**config.mk**
```make
export PLATFORM = sky130hd
export DESIGN_NAME = filled_shape_span_rasterizer
export DESIGN_NICKNAME = d
export VERILOG_FILES = /design/src/rtl/fssr_pkg.sv /design/src/rtl/filled_shape_span_rasterizer.sv /design/src/rtl/fssr_cfg.sv /design/src/rtl/fssr_mul.sv /design/src/rtl/fssr_seq.sv
export SDC_FILE = /design/constraint.sdc
export NUM_CORES = 1
export LEC_CHECK = 0
export ABC_CLOCK_PERIOD_IN_PS = 8000
export BUFFER_PORTS_ARGS = -buffer_cell sky130_fd_sc_hd__clkbuf_2
export CORE_MARGIN = 3
export CORE_UTILIZATION = 56
export DETAILED_ROUTE_END_ITERATION = 8
export MAX_ROUTING_LAYER = met4
export PLACE_DENSITY = 0.81
export SLEW_MARGIN = 20
export SYNTH_ARGS = -nofsm -noshare
export SYNTH_HDL_FRONTEND = slang
export SYNTH_SLANG_ARGS = --single-unit
```
**constraint.sdc**
```tcl
create_clock -name clk -period 8 [get_ports clk]
set_clock_uncertainty 0.1 [all_clocks]
set_input_delay 1.2 -clock clk [delete_from_list [all_inputs] [get_ports clk]]
set_output_delay 1.2 -clock clk [all_outputs]
set_load 0.05 [all_outputs]
```
**src/rtl/fssr_pkg.sv**
```systemverilog
// Shared types and constants of the filled shape span rasterizer.
// No dependencies; imported by every module of the block.
package fssr_pkg;

    localparam int COORD_BITS = 13;
    localparam int SIZE_BITS  = 5;
    localparam int ROW_BITS   = 12;
    localparam int OFS_BITS   = 26;
    localparam int PBITS_W    = 6;
    localparam int MUL_A_W    = 24;
    localparam int MUL_B_W    = 13;
    localparam int PROD_W     = MUL_A_W + MUL_B_W;
    localparam int IN_DATA_W  = 64;
    localparam int OUT_DATA_W = 80;
    localparam logic [COORD_BITS-1:0] SCREEN_MAX = 13'd4096;

    typedef enum logic [1:0] {
        CFG_WIDTH  = 2'd0,
        CFG_HEIGHT = 2'd1,
        CFG_PBITS  = 2'd2
    } cfg_idx_t;

    typedef struct packed {
        logic [COORD_BITS-1:0] width;
        logic [COORD_BITS-1:0] height;
        logic [PBITS_W-1:0]    pbits;
    } cfg_t;

    typedef enum logic [2:0] {
        MUL_NONE = 3'd0,
        MUL_RR   = 3'd1,
        MUL_DY   = 3'd2,
        MUL_SQ   = 3'd3,
        MUL_ROW  = 3'd4,
        MUL_PIX  = 3'd5
    } mul_op_t;

    typedef struct packed {
        logic [SIZE_BITS-1:0]  rad;
        logic [SIZE_BITS-1:0]  dy_abs;
        logic [SIZE_BITS-1:0]  trial;
        logic [ROW_BITS-1:0]   row;
        logic [COORD_BITS-1:0] width;
        logic [MUL_A_W-1:0]    pix;
        logic [PBITS_W-1:0]    pbits;
    } mul_in_t;

endpackage

```
**src/rtl/filled_shape_span_rasterizer.sv**
```systemverilog
// Top level of the filled shape span rasterizer: config registers, sequencer, multiplier.
// Depends on fssr_pkg, fssr_cfg, fssr_mul and fssr_seq.
//
//  channel   direction  handshake            payload
//  s_*       in         s_tvalid/s_tready    s_tdata: shape geometry and color, s_tuser: kind
//  m_*       out        m_tvalid/m_tready    m_tdata: span, m_tuser: empty, m_tlast: last
//  cfg_*     in         cfg_we               cfg_index, cfg_data
//
// Each covered row runs a bitwise width search for a disc, or takes the half width for a
// rectangle; the bitwise width search and the offset products share one multiplier.
// A command with no covered row emits no span. A stalled output holds the current
// span and freezes the row walk. Reset clears the sequencer and restores 320x240, 16 bpp.
module filled_shape_span_rasterizer (
    input  logic                             clk,
    input  logic                             rst_n,
    input  logic                             s_tvalid,
    output logic                             s_tready,
    // [12:0] center_x, [25:13] center_y, [30:26] radius, [35:31] half_width,
    // [43:36] red, [51:44] green, [59:52] blue, [63:60] zero
    input  logic [fssr_pkg::IN_DATA_W-1:0]   s_tdata,
    // [0] kind
    input  logic                             s_tuser,
    output logic                             m_tvalid,
    input  logic                             m_tready,
    // [11:0] span_row, [23:12] span_start, [35:24] span_end, [61:36] span_offset,
    // [77:62] pixel_color, [79:78] zero
    output logic [fssr_pkg::OUT_DATA_W-1:0]  m_tdata,
    // [0] span_empty
    output logic                             m_tuser,
    output logic                             m_tlast,
    input  logic                             cfg_we,
    input  logic [1:0]                       cfg_index,
    input  logic [fssr_pkg::COORD_BITS-1:0]  cfg_data
);
    import fssr_pkg::*;

    cfg_t               cfg;
    mul_op_t            mul_op;
    mul_in_t            mul_in;
    logic [PROD_W-1:0]  prod;

    fssr_cfg u_cfg (
        .clk       (clk),
        .rst_n     (rst_n),
        .cfg_we    (cfg_we),
        .cfg_index (cfg_index),
        .cfg_data  (cfg_data),
        .cfg       (cfg)
    );

    fssr_mul u_mul (
        .clk  (clk),
        .op   (mul_op),
        .opnd (mul_in),
        .prod (prod)
    );

    fssr_seq u_seq (
        .clk      (clk),
        .rst_n    (rst_n),
        .cfg      (cfg),
        .s_tvalid (s_tvalid),
        .s_tready (s_tready),
        .s_tdata  (s_tdata),
        .s_tuser  (s_tuser),
        .m_tvalid (m_tvalid),
        .m_tready (m_tready),
        .m_tdata  (m_tdata),
        .m_tuser  (m_tuser),
        .m_tlast  (m_tlast),
        .mul_op   (mul_op),
        .mul_in   (mul_in),
        .prod     (prod)
    );

endmodule

```
**src/rtl/fssr_cfg.sv**
```systemverilog
// Configuration registers with clamping of the screen size to the maximum.
// Depends on fssr_pkg.
module fssr_cfg (
    input  logic                             clk,
    input  logic                             rst_n,
    input  logic                             cfg_we,
    input  logic [1:0]                       cfg_index,
    input  logic [fssr_pkg::COORD_BITS-1:0]  cfg_data,
    output fssr_pkg::cfg_t                   cfg
);
    import fssr_pkg::*;

    logic [COORD_BITS-1:0] width_reg, width_next;
    logic [COORD_BITS-1:0] height_reg, height_next;
    logic [PBITS_W-1:0]    pbits_reg, pbits_next;

    always_comb
    begin
        width_next  = width_reg;
        height_next = height_reg;
        pbits_next  = pbits_reg;
        if (cfg_we)
        begin
            unique case (cfg_index)
                CFG_WIDTH:  width_next  = cfg_data;
                CFG_HEIGHT: height_next = cfg_data;
                CFG_PBITS:  pbits_next  = cfg_data[PBITS_W-1:0];
                default:    ;
            endcase
        end
    end

    always_ff @(posedge clk or negedge rst_n)
    begin
        if (!rst_n)
        begin
            width_reg  <= 13'd320;
            height_reg <= 13'd240;
            pbits_reg  <= 6'd16;
        end
        else
        begin
            width_reg  <= width_next;
            height_reg <= height_next;
            pbits_reg  <= pbits_next;
        end
    end

    assign cfg.width  = (width_reg > SCREEN_MAX) ? SCREEN_MAX : width_reg;
    assign cfg.height = (height_reg > SCREEN_MAX) ? SCREEN_MAX : height_reg;
    assign cfg.pbits  = pbits_reg;

endmodule

```
**src/rtl/fssr_mul.sv**
```systemverilog
// Shared multiplier: operand select by opcode and a registered product.
// Depends on fssr_pkg.
module fssr_mul (
    input  logic                         clk,
    input  fssr_pkg::mul_op_t            op,
    input  fssr_pkg::mul_in_t            opnd,
    output logic [fssr_pkg::PROD_W-1:0]  prod
);
    import fssr_pkg::*;

    logic [MUL_A_W-1:0] op_a;
    logic [MUL_B_W-1:0] op_b;
    logic [PROD_W-1:0]  prod_reg;

    always_comb
    begin
        unique case (op)
            MUL_RR:
            begin
                op_a = MUL_A_W'(opnd.rad);
                op_b = MUL_B_W'(opnd.rad) + MUL_B_W'(1);
            end
            MUL_DY:
            begin
                op_a = MUL_A_W'(opnd.dy_abs);
                op_b = MUL_B_W'(opnd.dy_abs);
            end
            MUL_SQ:
            begin
                op_a = MUL_A_W'(opnd.trial);
                op_b = MUL_B_W'(opnd.trial);
            end
            MUL_ROW:
            begin
                op_a = MUL_A_W'(opnd.row);
                op_b = opnd.width;
            end
            MUL_PIX:
            begin
                op_a = opnd.pix;
                op_b = MUL_B_W'(opnd.pbits);
            end
            default:
            begin
                op_a = '0;
                op_b = '0;
            end
        endcase
    end

    always_ff @(posedge clk)
    begin
        prod_reg <= PROD_W'(op_a) * PROD_W'(op_b);
    end

    assign prod = prod_reg;

endmodule

```
**src/rtl/fssr_seq.sv**
```systemverilog
// Sequencer: row walk, bitwise disc width search, clipping and span output register.
// Depends on fssr_pkg; drives the shared multiplier fssr_mul.
module fssr_seq (
    input  logic                              clk,
    input  logic                              rst_n,
    input  fssr_pkg::cfg_t                    cfg,
    input  logic                              s_tvalid,
    output logic                              s_tready,
    input  logic [fssr_pkg::IN_DATA_W-1:0]    s_tdata,
    input  logic                              s_tuser,
    output logic                              m_tvalid,
    input  logic                              m_tready,
    output logic [fssr_pkg::OUT_DATA_W-1:0]   m_tdata,
    output logic                              m_tuser,
    output logic                              m_tlast,
    output fssr_pkg::mul_op_t                 mul_op,
    output fssr_pkg::mul_in_t                 mul_in,
    input  logic [fssr_pkg::PROD_W-1:0]       prod
);
    import fssr_pkg::*;

    typedef enum logic [10:0] {
        ST_IDLE  = 11'b00000000001,
        ST_CHECK = 11'b00000000010,
        ST_RRCAP = 11'b00000000100,
        ST_ROW   = 11'b00000001000,
        ST_LIM   = 11'b00000010000,
        ST_SQ    = 11'b00000100000,
        ST_SQC   = 11'b00001000000,
        ST_CLIP  = 11'b00010000000,
        ST_PIX   = 11'b00100000000,
        ST_SCALE = 11'b01000000000,
        ST_EMIT  = 11'b10000000000
    } state_t;

    state_t state_reg, state_next;

    logic                  kind_reg, kind_next;
    logic [COORD_BITS-1:0] cx_reg, cx_next;
    logic [COORD_BITS-1:0] cy_reg, cy_next;
    logic [SIZE_BITS-1:0]  rad_reg, rad_next;
    logic [SIZE_BITS-1:0]  hw_reg, hw_next;
    logic [15:0]           color_reg, color_next;
    logic [ROW_BITS-1:0]   row_reg, row_next;
    logic [COORD_BITS-1:0] bot_reg, bot_next;
    logic [9:0]            rr_reg, rr_next;
    logic [9:0]            lim_reg, lim_next;
    logic [SIZE_BITS-1:0]  dx_reg, dx_next;
    logic [SIZE_BITS-1:0]  bit_reg, bit_next;
    logic [ROW_BITS-1:0]   left_reg, left_next;
    logic [ROW_BITS-1:0]   right_reg, right_next;
    logic                  empty_reg, empty_next;
    logic [MUL_A_W-1:0]    pix_reg, pix_next;
    logic                  out_valid_reg, out_valid_next;
    logic [OUT_DATA_W-1:0] out_data_reg, out_data_next;
    logic                  out_empty_reg, out_empty_next;
    logic                  out_last_reg, out_last_next;

    logic signed [13:0] cx_s, cy_s, top_s, bot_s, top_c, bot_c, h_s;
    logic signed [13:0] dy_s, dy_abs_s, left_s, right_s, left_c, right_c, wm1_s;
    logic [SIZE_BITS-1:0] trial;
    logic                 sq_ok;
    logic                 row_empty;
    logic                 last_row;
    logic                 out_free;
    logic [OFS_BITS-1:0]  offset;

    always_comb
    begin
        cx_s     = $signed({cx_reg[COORD_BITS-1], cx_reg});
        cy_s     = $signed({cy_reg[COORD_BITS-1], cy_reg});
        top_s    = cy_s - $signed({9'd0, rad_reg});
        bot_s    = cy_s + $signed({9'd0, rad_reg}) + 14'sd1;
        h_s      = $signed({1'b0, cfg.height});
        top_c    = (top_s < 14'sd0) ? 14'sd0 : top_s;
        bot_c    = (bot_s > h_s) ? h_s : bot_s;
        dy_s     = $signed({2'b00, row_reg}) - cy_s;
        dy_abs_s = (dy_s < 14'sd0) ? -dy_s : dy_s;
        trial    = dx_reg | bit_reg;
        sq_ok    = (trial <= rad_reg) && (prod[10:0] <= {1'b0, lim_reg});
        left_s   = cx_s - $signed({9'd0, dx_reg});
        right_s  = cx_s + $signed({9'd0, dx_reg});
        wm1_s    = $signed({1'b0, cfg.width}) - 14'sd1;
        left_c   = (left_s < 14'sd0) ? 14'sd0 : left_s;
        right_c  = (right_s > wm1_s) ? wm1_s : right_s;
        row_empty = left_c > right_c;
        last_row = (({1'b0, row_reg}) + 13'd1) == bot_reg;
        out_free = !out_valid_reg || m_tready;
        offset   = empty_reg ? '0 : prod[OFS_BITS+2:3];
    end

    always_comb
    begin
        mul_in.rad    = rad_reg;
        mul_in.dy_abs = dy_abs_s[SIZE_BITS-1:0];
        mul_in.trial  = trial;
        mul_in.row    = row_reg;
        mul_in.width  = cfg.width;
        mul_in.pix    = pix_reg;
        mul_in.pbits  = cfg.pbits;
    end

    always_comb
    begin
        state_next     = state_reg;
        kind_next      = kind_reg;
        cx_next        = cx_reg;
        cy_next        = cy_reg;
        rad_next       = rad_reg;
        hw_next        = hw_reg;
        color_next     = color_reg;
        row_next       = row_reg;
        bot_next       = bot_reg;
        rr_next        = rr_reg;
        lim_next       = lim_reg;
        dx_next        = dx_reg;
        bit_next       = bit_reg;
        left_next      = left_reg;
        right_next     = right_reg;
        empty_next     = empty_reg;
        pix_next       = pix_reg;
        out_data_next  = out_data_reg;
        out_empty_next = out_empty_reg;
        out_last_next  = out_last_reg;
        out_valid_next = out_valid_reg && !m_tready;
        mul_op         = MUL_NONE;

        unique case (state_reg)
            ST_IDLE:
            begin
                if (s_tvalid)
                begin
                    kind_next  = s_tuser;
                    cx_next    = s_tdata[12:0];
                    cy_next    = s_tdata[25:13];
                    rad_next   = s_tdata[30:26];
                    hw_next    = s_tdata[35:31];
                    color_next = {s_tdata[43:39], s_tdata[51:46], s_tdata[59:55]};
                    state_next = ST_CHECK;
                end
            end
            ST_CHECK:
            begin
                row_next = top_c[ROW_BITS-1:0];
                bot_next = bot_c[COORD_BITS-1:0];
                mul_op   = MUL_RR;
                state_next = (top_c >= bot_c) ? ST_IDLE : ST_RRCAP;
            end
            ST_RRCAP:
            begin
                rr_next    = prod[9:0];
                mul_op     = MUL_DY;
                state_next = ST_LIM;
            end
            ST_ROW:
            begin
                mul_op     = MUL_DY;
                state_next = ST_LIM;
            end
            ST_LIM:
            begin
                lim_next = rr_reg - prod[9:0];
                if (kind_reg)
                begin
                    dx_next    = '0;
                    bit_next   = 5'b10000;
                    state_next = ST_SQ;
                end
                else
                begin
                    dx_next    = hw_reg;
                    state_next = ST_CLIP;
                end
            end
            ST_SQ:
            begin
                mul_op     = MUL_SQ;
                state_next = ST_SQC;
            end
            ST_SQC:
            begin
                if (sq_ok)
                begin
                    dx_next = trial;
                end
                bit_next   = bit_reg >> 1;
                state_next = bit_reg[0] ? ST_CLIP : ST_SQ;
            end
            ST_CLIP:
            begin
                empty_next = row_empty;
                left_next  = row_empty ? '0 : left_c[ROW_BITS-1:0];
                right_next = row_empty ? '0 : right_c[ROW_BITS-1:0];
                mul_op     = MUL_ROW;
                state_next = ST_PIX;
            end
            ST_PIX:
            begin
                pix_next   = prod[MUL_A_W-1:0] + MUL_A_W'(left_reg);
                state_next = ST_SCALE;
            end
            ST_SCALE:
            begin
                mul_op     = MUL_PIX;
                state_next = ST_EMIT;
            end
            ST_EMIT:
            begin
                mul_op = MUL_PIX;
                if (out_free)
                begin
                    out_valid_next = 1'b1;
                    out_data_next  = {2'b00, color_reg, offset, right_reg, left_reg, row_reg};
                    out_empty_next = empty_reg;
                    out_last_next  = last_row;
                    if (last_row)
                    begin
                        state_next = ST_IDLE;
                    end
                    else
                    begin
                        row_next   = row_reg + 12'd1;
                        state_next = ST_ROW;
                    end
                end
            end
            default:
            begin
                state_next = ST_IDLE;
            end
        endcase
    end

    always_ff @(posedge clk or negedge rst_n)
    begin
        if (!rst_n)
        begin
            state_reg     <= ST_IDLE;
            out_valid_reg <= 1'b0;
        end
        else
        begin
            state_reg     <= state_next;
            out_valid_reg <= out_valid_next;
        end
    end

    always_ff @(posedge clk)
    begin
        kind_reg      <= kind_next;
        cx_reg        <= cx_next;
        cy_reg        <= cy_next;
        rad_reg       <= rad_next;
        hw_reg        <= hw_next;
        color_reg     <= color_next;
        row_reg       <= row_next;
        bot_reg       <= bot_next;
        rr_reg        <= rr_next;
        lim_reg       <= lim_next;
        dx_reg        <= dx_next;
        bit_reg       <= bit_next;
        left_reg      <= left_next;
        right_reg     <= right_next;
        empty_reg     <= empty_next;
        pix_reg       <= pix_next;
        out_data_reg  <= out_data_next;
        out_empty_reg <= out_empty_next;
        out_last_reg  <= out_last_next;
    end

    assign s_tready = (state_reg == ST_IDLE);
    assign m_tvalid = out_valid_reg;
    assign m_tdata  = out_data_reg;
    assign m_tuser  = out_empty_reg;
    assign m_tlast  = out_last_reg;

endmodule

```
* Word-level counts from Yosys, hierarchy flattened *
Index checks and enable logic that the tools add are counted.

word-level totals
  register bits after elaboration = 310
  input bits = 85
  output and inout port bits = 84
  logic and storage cells = 122

operators by class
  add/subtract/negate cells = 13
  multipliers = 1
  magnitude comparators = 11
  equality and inequality tests = 24
  muxes and demuxes = 27
  bitwise logic cells = 1
  reductions and logical operators = 19

operator list
  operator                 number
  $pmux W24 S5             1
  $pmux W11 S10            1
  $pmux W13 S5             1
  $mux W14                 4
  $gt A14 B14 Y1           3
  $lt A14 B1 Y1 const B    3
  $mul A24 B13 Y29         1
  $add A13 B6 Y14          2
  $sub A13 B6 Y14          2
  $gt A13 B13 Y1 const B   2
  $mux W13                 2
  $add A24 B12 Y24         1
  $mux W12                 2
  $pmux W12 S2             1
  $mux W11                 2
  $mux W5                  4
  $pmux W5 S2              2
  $mux W8                  2
  $reduce_and A2 Y1        8
  $pmux W3 S5              1
  $add A14 B2 Y14 const B  1
  $ge A14 B14 Y1           1
  $sub A13 B1 Y14 const B  1
  $sub A13 B13 Y14         1
  37 further kinds         47

* Longest topological paths before layout *
  depth in word-level cells = 7
  depth in mapped cells = 34
  gate-level depth less buffers = 33

* Modules after synthesis *
A second synthesis with hierarchy kept.

second synthesis, totals
  cell total of the unflattened synthesis = 2610
  area total of the unflattened synthesis = 26878.3 um^2

modules (own cells, without submodules)
  module    instances  cells an instance  area each (um^2)  seq. area each (um^2)
  fssr_seq  1          1236               14456.4           7418.4
  fssr_mul  1          1277               11021.8           740.7
  fssr_cfg  1          97                 1400.1            809.5

* Worst setup path before layout *
No wires, ideal clock.

  path type = reg2reg
  from = register u_seq.cy_reg[1]
  to = register u_mul.prod_reg[27] (netlist: u_mul.prod[27])
  library setup time = 72 ps
  arrival time = 7284 ps
  data required time = 7828 ps
  setup slack = 545 ps
  stages on the path, launching flop included = 34
  buffers on the path = 1
  period minus slack after synthesis = 7455 ps
  cell sequence = edfxtp_1 -> inv_1 -> ha_1 -> nor2b_1 -> o31a_1 -> o221ai_1 -> a21oi_1 -> o211ai_1 -> a21oi_1 -> o21ai_0 -> a21oi_1 -> nor3b_2 -> clkbuf_1 -> nor2_1 -> fa_1 -> inv_1 -> fa_1 -> inv_1 -> fa_1 -> fa_1 -> inv_1 -> fa_1 -> inv_1 -> ha_1 -> o211ai_1 -> a21o_1 -> a211oi_1 -> nor2_1 -> o21bai_1 -> a21oi_1 -> o21ai_0 -> nand2_1 -> o221ai_1 -> xor2_1

on the way
  longest elaborated chain between the ends = 5
  elaborated cells between the ends (all ways) = 7
  classes of those cells = add/sub (2); mul (1); order compare (1); mux (3)

ends and longest elaborated chain
  element                                       line             text
  from (decl)                                   fssr_seq.sv:40   logic [COORD_BITS-1:0] cy_reg, cy_next;
  from (signal assigned)                        fssr_seq.sv:252  cy_reg <= cy_next;
  $sub A13 B13 Y14 *                            fssr_seq.sv:77   dy_s = $signed({2'b00, row_reg}) - cy_s;
  $lt A14 B1 Y1 or $neg A5 Y5 (tied branches)   fssr_seq.sv:78   dy_abs_s = (dy_s < 14'sd0) ? -dy_s : dy_s;
  $mux W5 *                                     fssr_seq.sv:78
  $pmux W24 S5 or $pmux W13 S5 (tied branches)  fssr_mul.sv:17   unique case (op)
  $mul A24 B13 Y29 *                            fssr_mul.sv:53   prod_reg <= PROD_W'(op_a) * PROD_W'(op_b);
  to (signal assigned)                          fssr_mul.sv:53
  to (decl)                                     fssr_mul.sv:13   logic [PROD_W-1:0] prod_reg;

Every way passes the cells marked *; elsewhere a longest branch is shown, timed or not.
A chain may end at the register's enable or synchronous reset.

* Worst setup path in the final report *
  from = register u_seq.row_reg[1]
  to = register u_mul.prod_reg[25] (netlist: u_mul.prod[25])

on the way
  longest elaborated chain between the ends = 5
  elaborated cells between the ends (all ways) = 7
  classes of those cells = add/sub (2); mul (1); order compare (1); mux (3)

ends and longest elaborated chain
  element                                       line             text
  from (decl)                                   fssr_seq.sv:44   logic [ROW_BITS-1:0] row_reg, row_next;
  from (signal assigned)                        fssr_seq.sv:256  row_reg <= row_next;
  $sub A13 B13 Y14                              fssr_seq.sv:77
  $lt A14 B1 Y1 or $neg A5 Y5 (tied branches)   fssr_seq.sv:78
  $mux W5                                       fssr_seq.sv:78
  $pmux W24 S5 or $pmux W13 S5 (tied branches)  fssr_mul.sv:17
  $mul A24 B13 Y29 *                            fssr_mul.sv:53

Marks and branches as above.

==> flow_metrics.tcl <==
set metrics [dict create \
    cts.htree.levels 2 \
    critical_path.max_stage_delay_ns 0.52 \
    holdCritPathClass "reg2reg" \
    switchingPower_mw 2.03 \
    crit_start "u_seq.row_reg[1]$_DFFE_PP_" \
    io_pins 169 \
    wl_um 63000 \
    async_flop_share 0.142 \
    syn_avg_cell_area_um2 10.6 \
    die_h_um 213 \
    final_cells 3164 \
    yosys_warnings 0 \
    hold_violations 0 \
    fin_setup_tns_ns 0 \
    cts_tree "done" \
    place_congestion 0.975 \
    area_growth_pct 17.1 \
    worst-setup-path-type "reg2reg" \
    synth_cells 2271 \
    grt_pass1_wl_um 99000 \
    cp_data_required_time_ns 8.37 \
    first_global_vias 18646 \
    crit_fanout 6 \
    ys_seq_area_frac 0.365 \
    place_area_um2 26600 \
    ys_types 80 \
    top_usage_layer "met2" \
    antenna_found_initial 0 \
    grt-ovfl-total 0 \
    synth-compound-area-share 0.0772 \
    via_count 17729 \
    post-route-period-util 0.972 \
    use_met1 0.380 \
    core_um2 42200 \
    place.detailed.hpwl_um 49900 \
    reg2reg_slack_ns 0.22 \
    synthAdderAreaFrac 0.279 \
    met3_usage 0.0437 \
    drive_gt1_frac 0.196 \
    switching_share 0.347 \
    start_util 0.571 \
    layout_commonest_cell "inv_1" \
    vias_per_cell 5.60 \
    leakagePower_nw 12.4 \
    grtUsageMet2 0.464 \
    cp.arrival_ns 8.15 \
    grt_max_degree 63 \
    clock_path_buffers 3 \
    min_path_cells 0 \
    clock_sinks 310 \
    p_int_mw 3.82 \
    drtIter0Drc 1285 \
    wl_per_cell_um 19.9 \
    min_period_ns 7.78 \
    synthMuxAreaShare 0.0288 \
    r2r_start "u_seq.row_reg[1]$_DFFE_PP_" \
    fin_util 0.668 \
    power_density_nw_per_um2 207 \
    cp-end-kind "register" \
    final_cell_mix "inv_1 (354), edfxtp_1 (237), fa_1 (217), nor2_1 (189), ha_1 (174)" \
    power_frac_comb 0.373 \
    syn_area_um2 24100 \
    holdWs_ns 0.314 \
    clock_latency_ns 0.56 \
    numCtsBuffers 35 \
    die_area_um2 45600 \
    synth_top_flop_cell "edfxtp_1" \
    ant_nets 0 \
    firstDrtPassIters 5 \
    tightest_slew_ns 0.967 \
    final_nets 3087 \
    drv_slew 0 \
    cp-start-kind "register" \
    postLayoutCellArea_um2 28200 \
    fp-row-count 75 \
    synth-xor-area-share 0.0465 \
    root_buffer "clkbuf_16" \
    synth-edff-count 237 \
    grt.total_usage 0.291 \
    finalSetupViolations 0 \
    cpMostUsedCell "fa_1" \
    cap_violations 0 \
    pwr-share-clk 0.275 \
    cp_slowest_cell "fa_1" \
    port_buffers 154 \
    synthSimpleGateAreaFrac 0.133 \
    rsz0062_at_grt "true" \
    drc 0 \
    dp_cells 3088 \
    relSlewSlack 0.347 \
    fmax_mhz 129 \
    r2r-end "u_mul.prod[25]$_DFF_P_" \
    largest_reg_flops 78 \
    synth_seq_cells 310 \
    outcome "finished, final reports clean" \
    pwr-share-seq 0.351 \
    clk_pin_slew_ns 0.06 \
    critPathCapture "u_mul.prod[25]$_DFF_P_" \
    synth_top_family_by_area "adder cells" \
    fp.dieW_um 213 \
    r2r_cells 34 \
    peakVddDrop_uv 201 \
]
==> logic make-up (layout without fill, tap and decap cells) <==
family	Yosys count	after routing
other cells	2	52
flops	310	310
mux	63	63
buf+inv	431	734
compound gates	274	274
xor+xnor	127	127
simple gates	661	662
fa+ha+maj	403	403
==> routing by layer <==
| metal | vias up | routed length (µm) |
|---|---|---|
| met2 | 686 | 29800 |
| met3 | 158 | 4830 |
| met5 | - | 0 |
| met4 | 0 | 2950 |
| li1 | 8167 | - |
| met1 | 8718 | 25400 |
==> Yosys cell counts (all sizes together), types with 36 or more instances <==
| cell | instances | area, µm² |
|---|---|---|
| a21o | 37 | 278 |
| a21oi | 56 | 280 |
| dfrtp | 36 | 901 |
| edfxtp | 237 | 7120 |
| fa | 223 | 4460 |
| ha | 180 | 2250 |
| inv | 363 | 1360 |
| mux2 | 50 | 563 |
| nand2 | 160 | 608 |
| nand3 | 68 | 345 |
| nor2 | 199 | 749 |
| nor2b | 55 | 344 |
| o21ai | 61 | 305 |
| xnor2 | 85 | 752 |
| xor2 | 42 | 368 |
==> timing repair <==
item,in CTS,in global routing
endpoints found under the hold margin,0,0
gates cloned,0,2
pin swaps,6,66
setup buffers,1,12
hold buffers,0,0
endpoints found under the setup margin,7,10
resized for setup,18,76
==> worst max-delay path, delay by kind of cell (launching register included) <==
family / cells / cell delay [ns]
muxes: 1 / 0.20
DFF: 1 / 0.40
and+or+nand+nor: 4 / 0.60
adders and majority gates: 7 / 2.96
AOI/OAI and AO/OA: 14 / 2.63
buffers and inverters: 7 / 0.66
xor gates and xnor gates: 1 / 0.12
==> power by group through the flow <==
stage | sequential [mW] | combinational [mW] | clock, mW
after global routing | 2.07 | 2.42 | 1.71
after floorplan | 2.06 | 1.47 | 0
after detailed placement | 2.08 | 2.05 | 0
after CTS | 2.05 | 2.08 | 1.64
final | 2.06 | 2.19 | 1.61
after global placement | 2.08 | 1.98 | 0
==> final cells by class <==
cell class | count | area [µm²]
diodes | 1 | 2.50
clock buffers | 46 | 948
clock inverters | 16 | 183
fillers | 3168 | 14000
inverters | 363 | 1360
multi-input cells | 1580 | 14300
flip-flops and latches | 310 | 8810
well taps | 539 | 674
repair buffers | 309 | 1990
==> worst min path at each step <==
stage	startpoint	endpoint
3_3_place_gp	u_seq.color_reg[4]$_DFFE_PP_	u_seq.m_tdata[66]$_DFFE_PP_
3_5_place_dp	u_seq.right_reg[4]$_SDFFCE_PP0P_	u_seq.m_tdata[28]$_DFFE_PP_
5_1_grt	u_seq.right_reg[1]$_SDFFCE_PP0P_	u_seq.m_tdata[25]$_DFFE_PP_
2_1_floorplan	u_seq.right_reg[0]$_SDFFCE_PP0P_	u_seq.m_tdata[24]$_DFFE_PP_
4_1_cts	u_seq.color_reg[9]$_DFFE_PP_	u_seq.m_tdata[71]$_DFFE_PP_
6_report	u_seq.color_reg[11]$_DFFE_PP_	u_seq.m_tdata[73]$_DFFE_PP_
==> metrics by stage <==
stage	setup slack [ns]	power, mW
after floorplan	0.545	3.53
after global placement	-0.119	4.05
after detailed placement	-0.288	4.13
after CTS	0.00286	5.77
after global routing	-0.101	6.20
final	0.221	5.85
(Power assumes the default switching activity.)
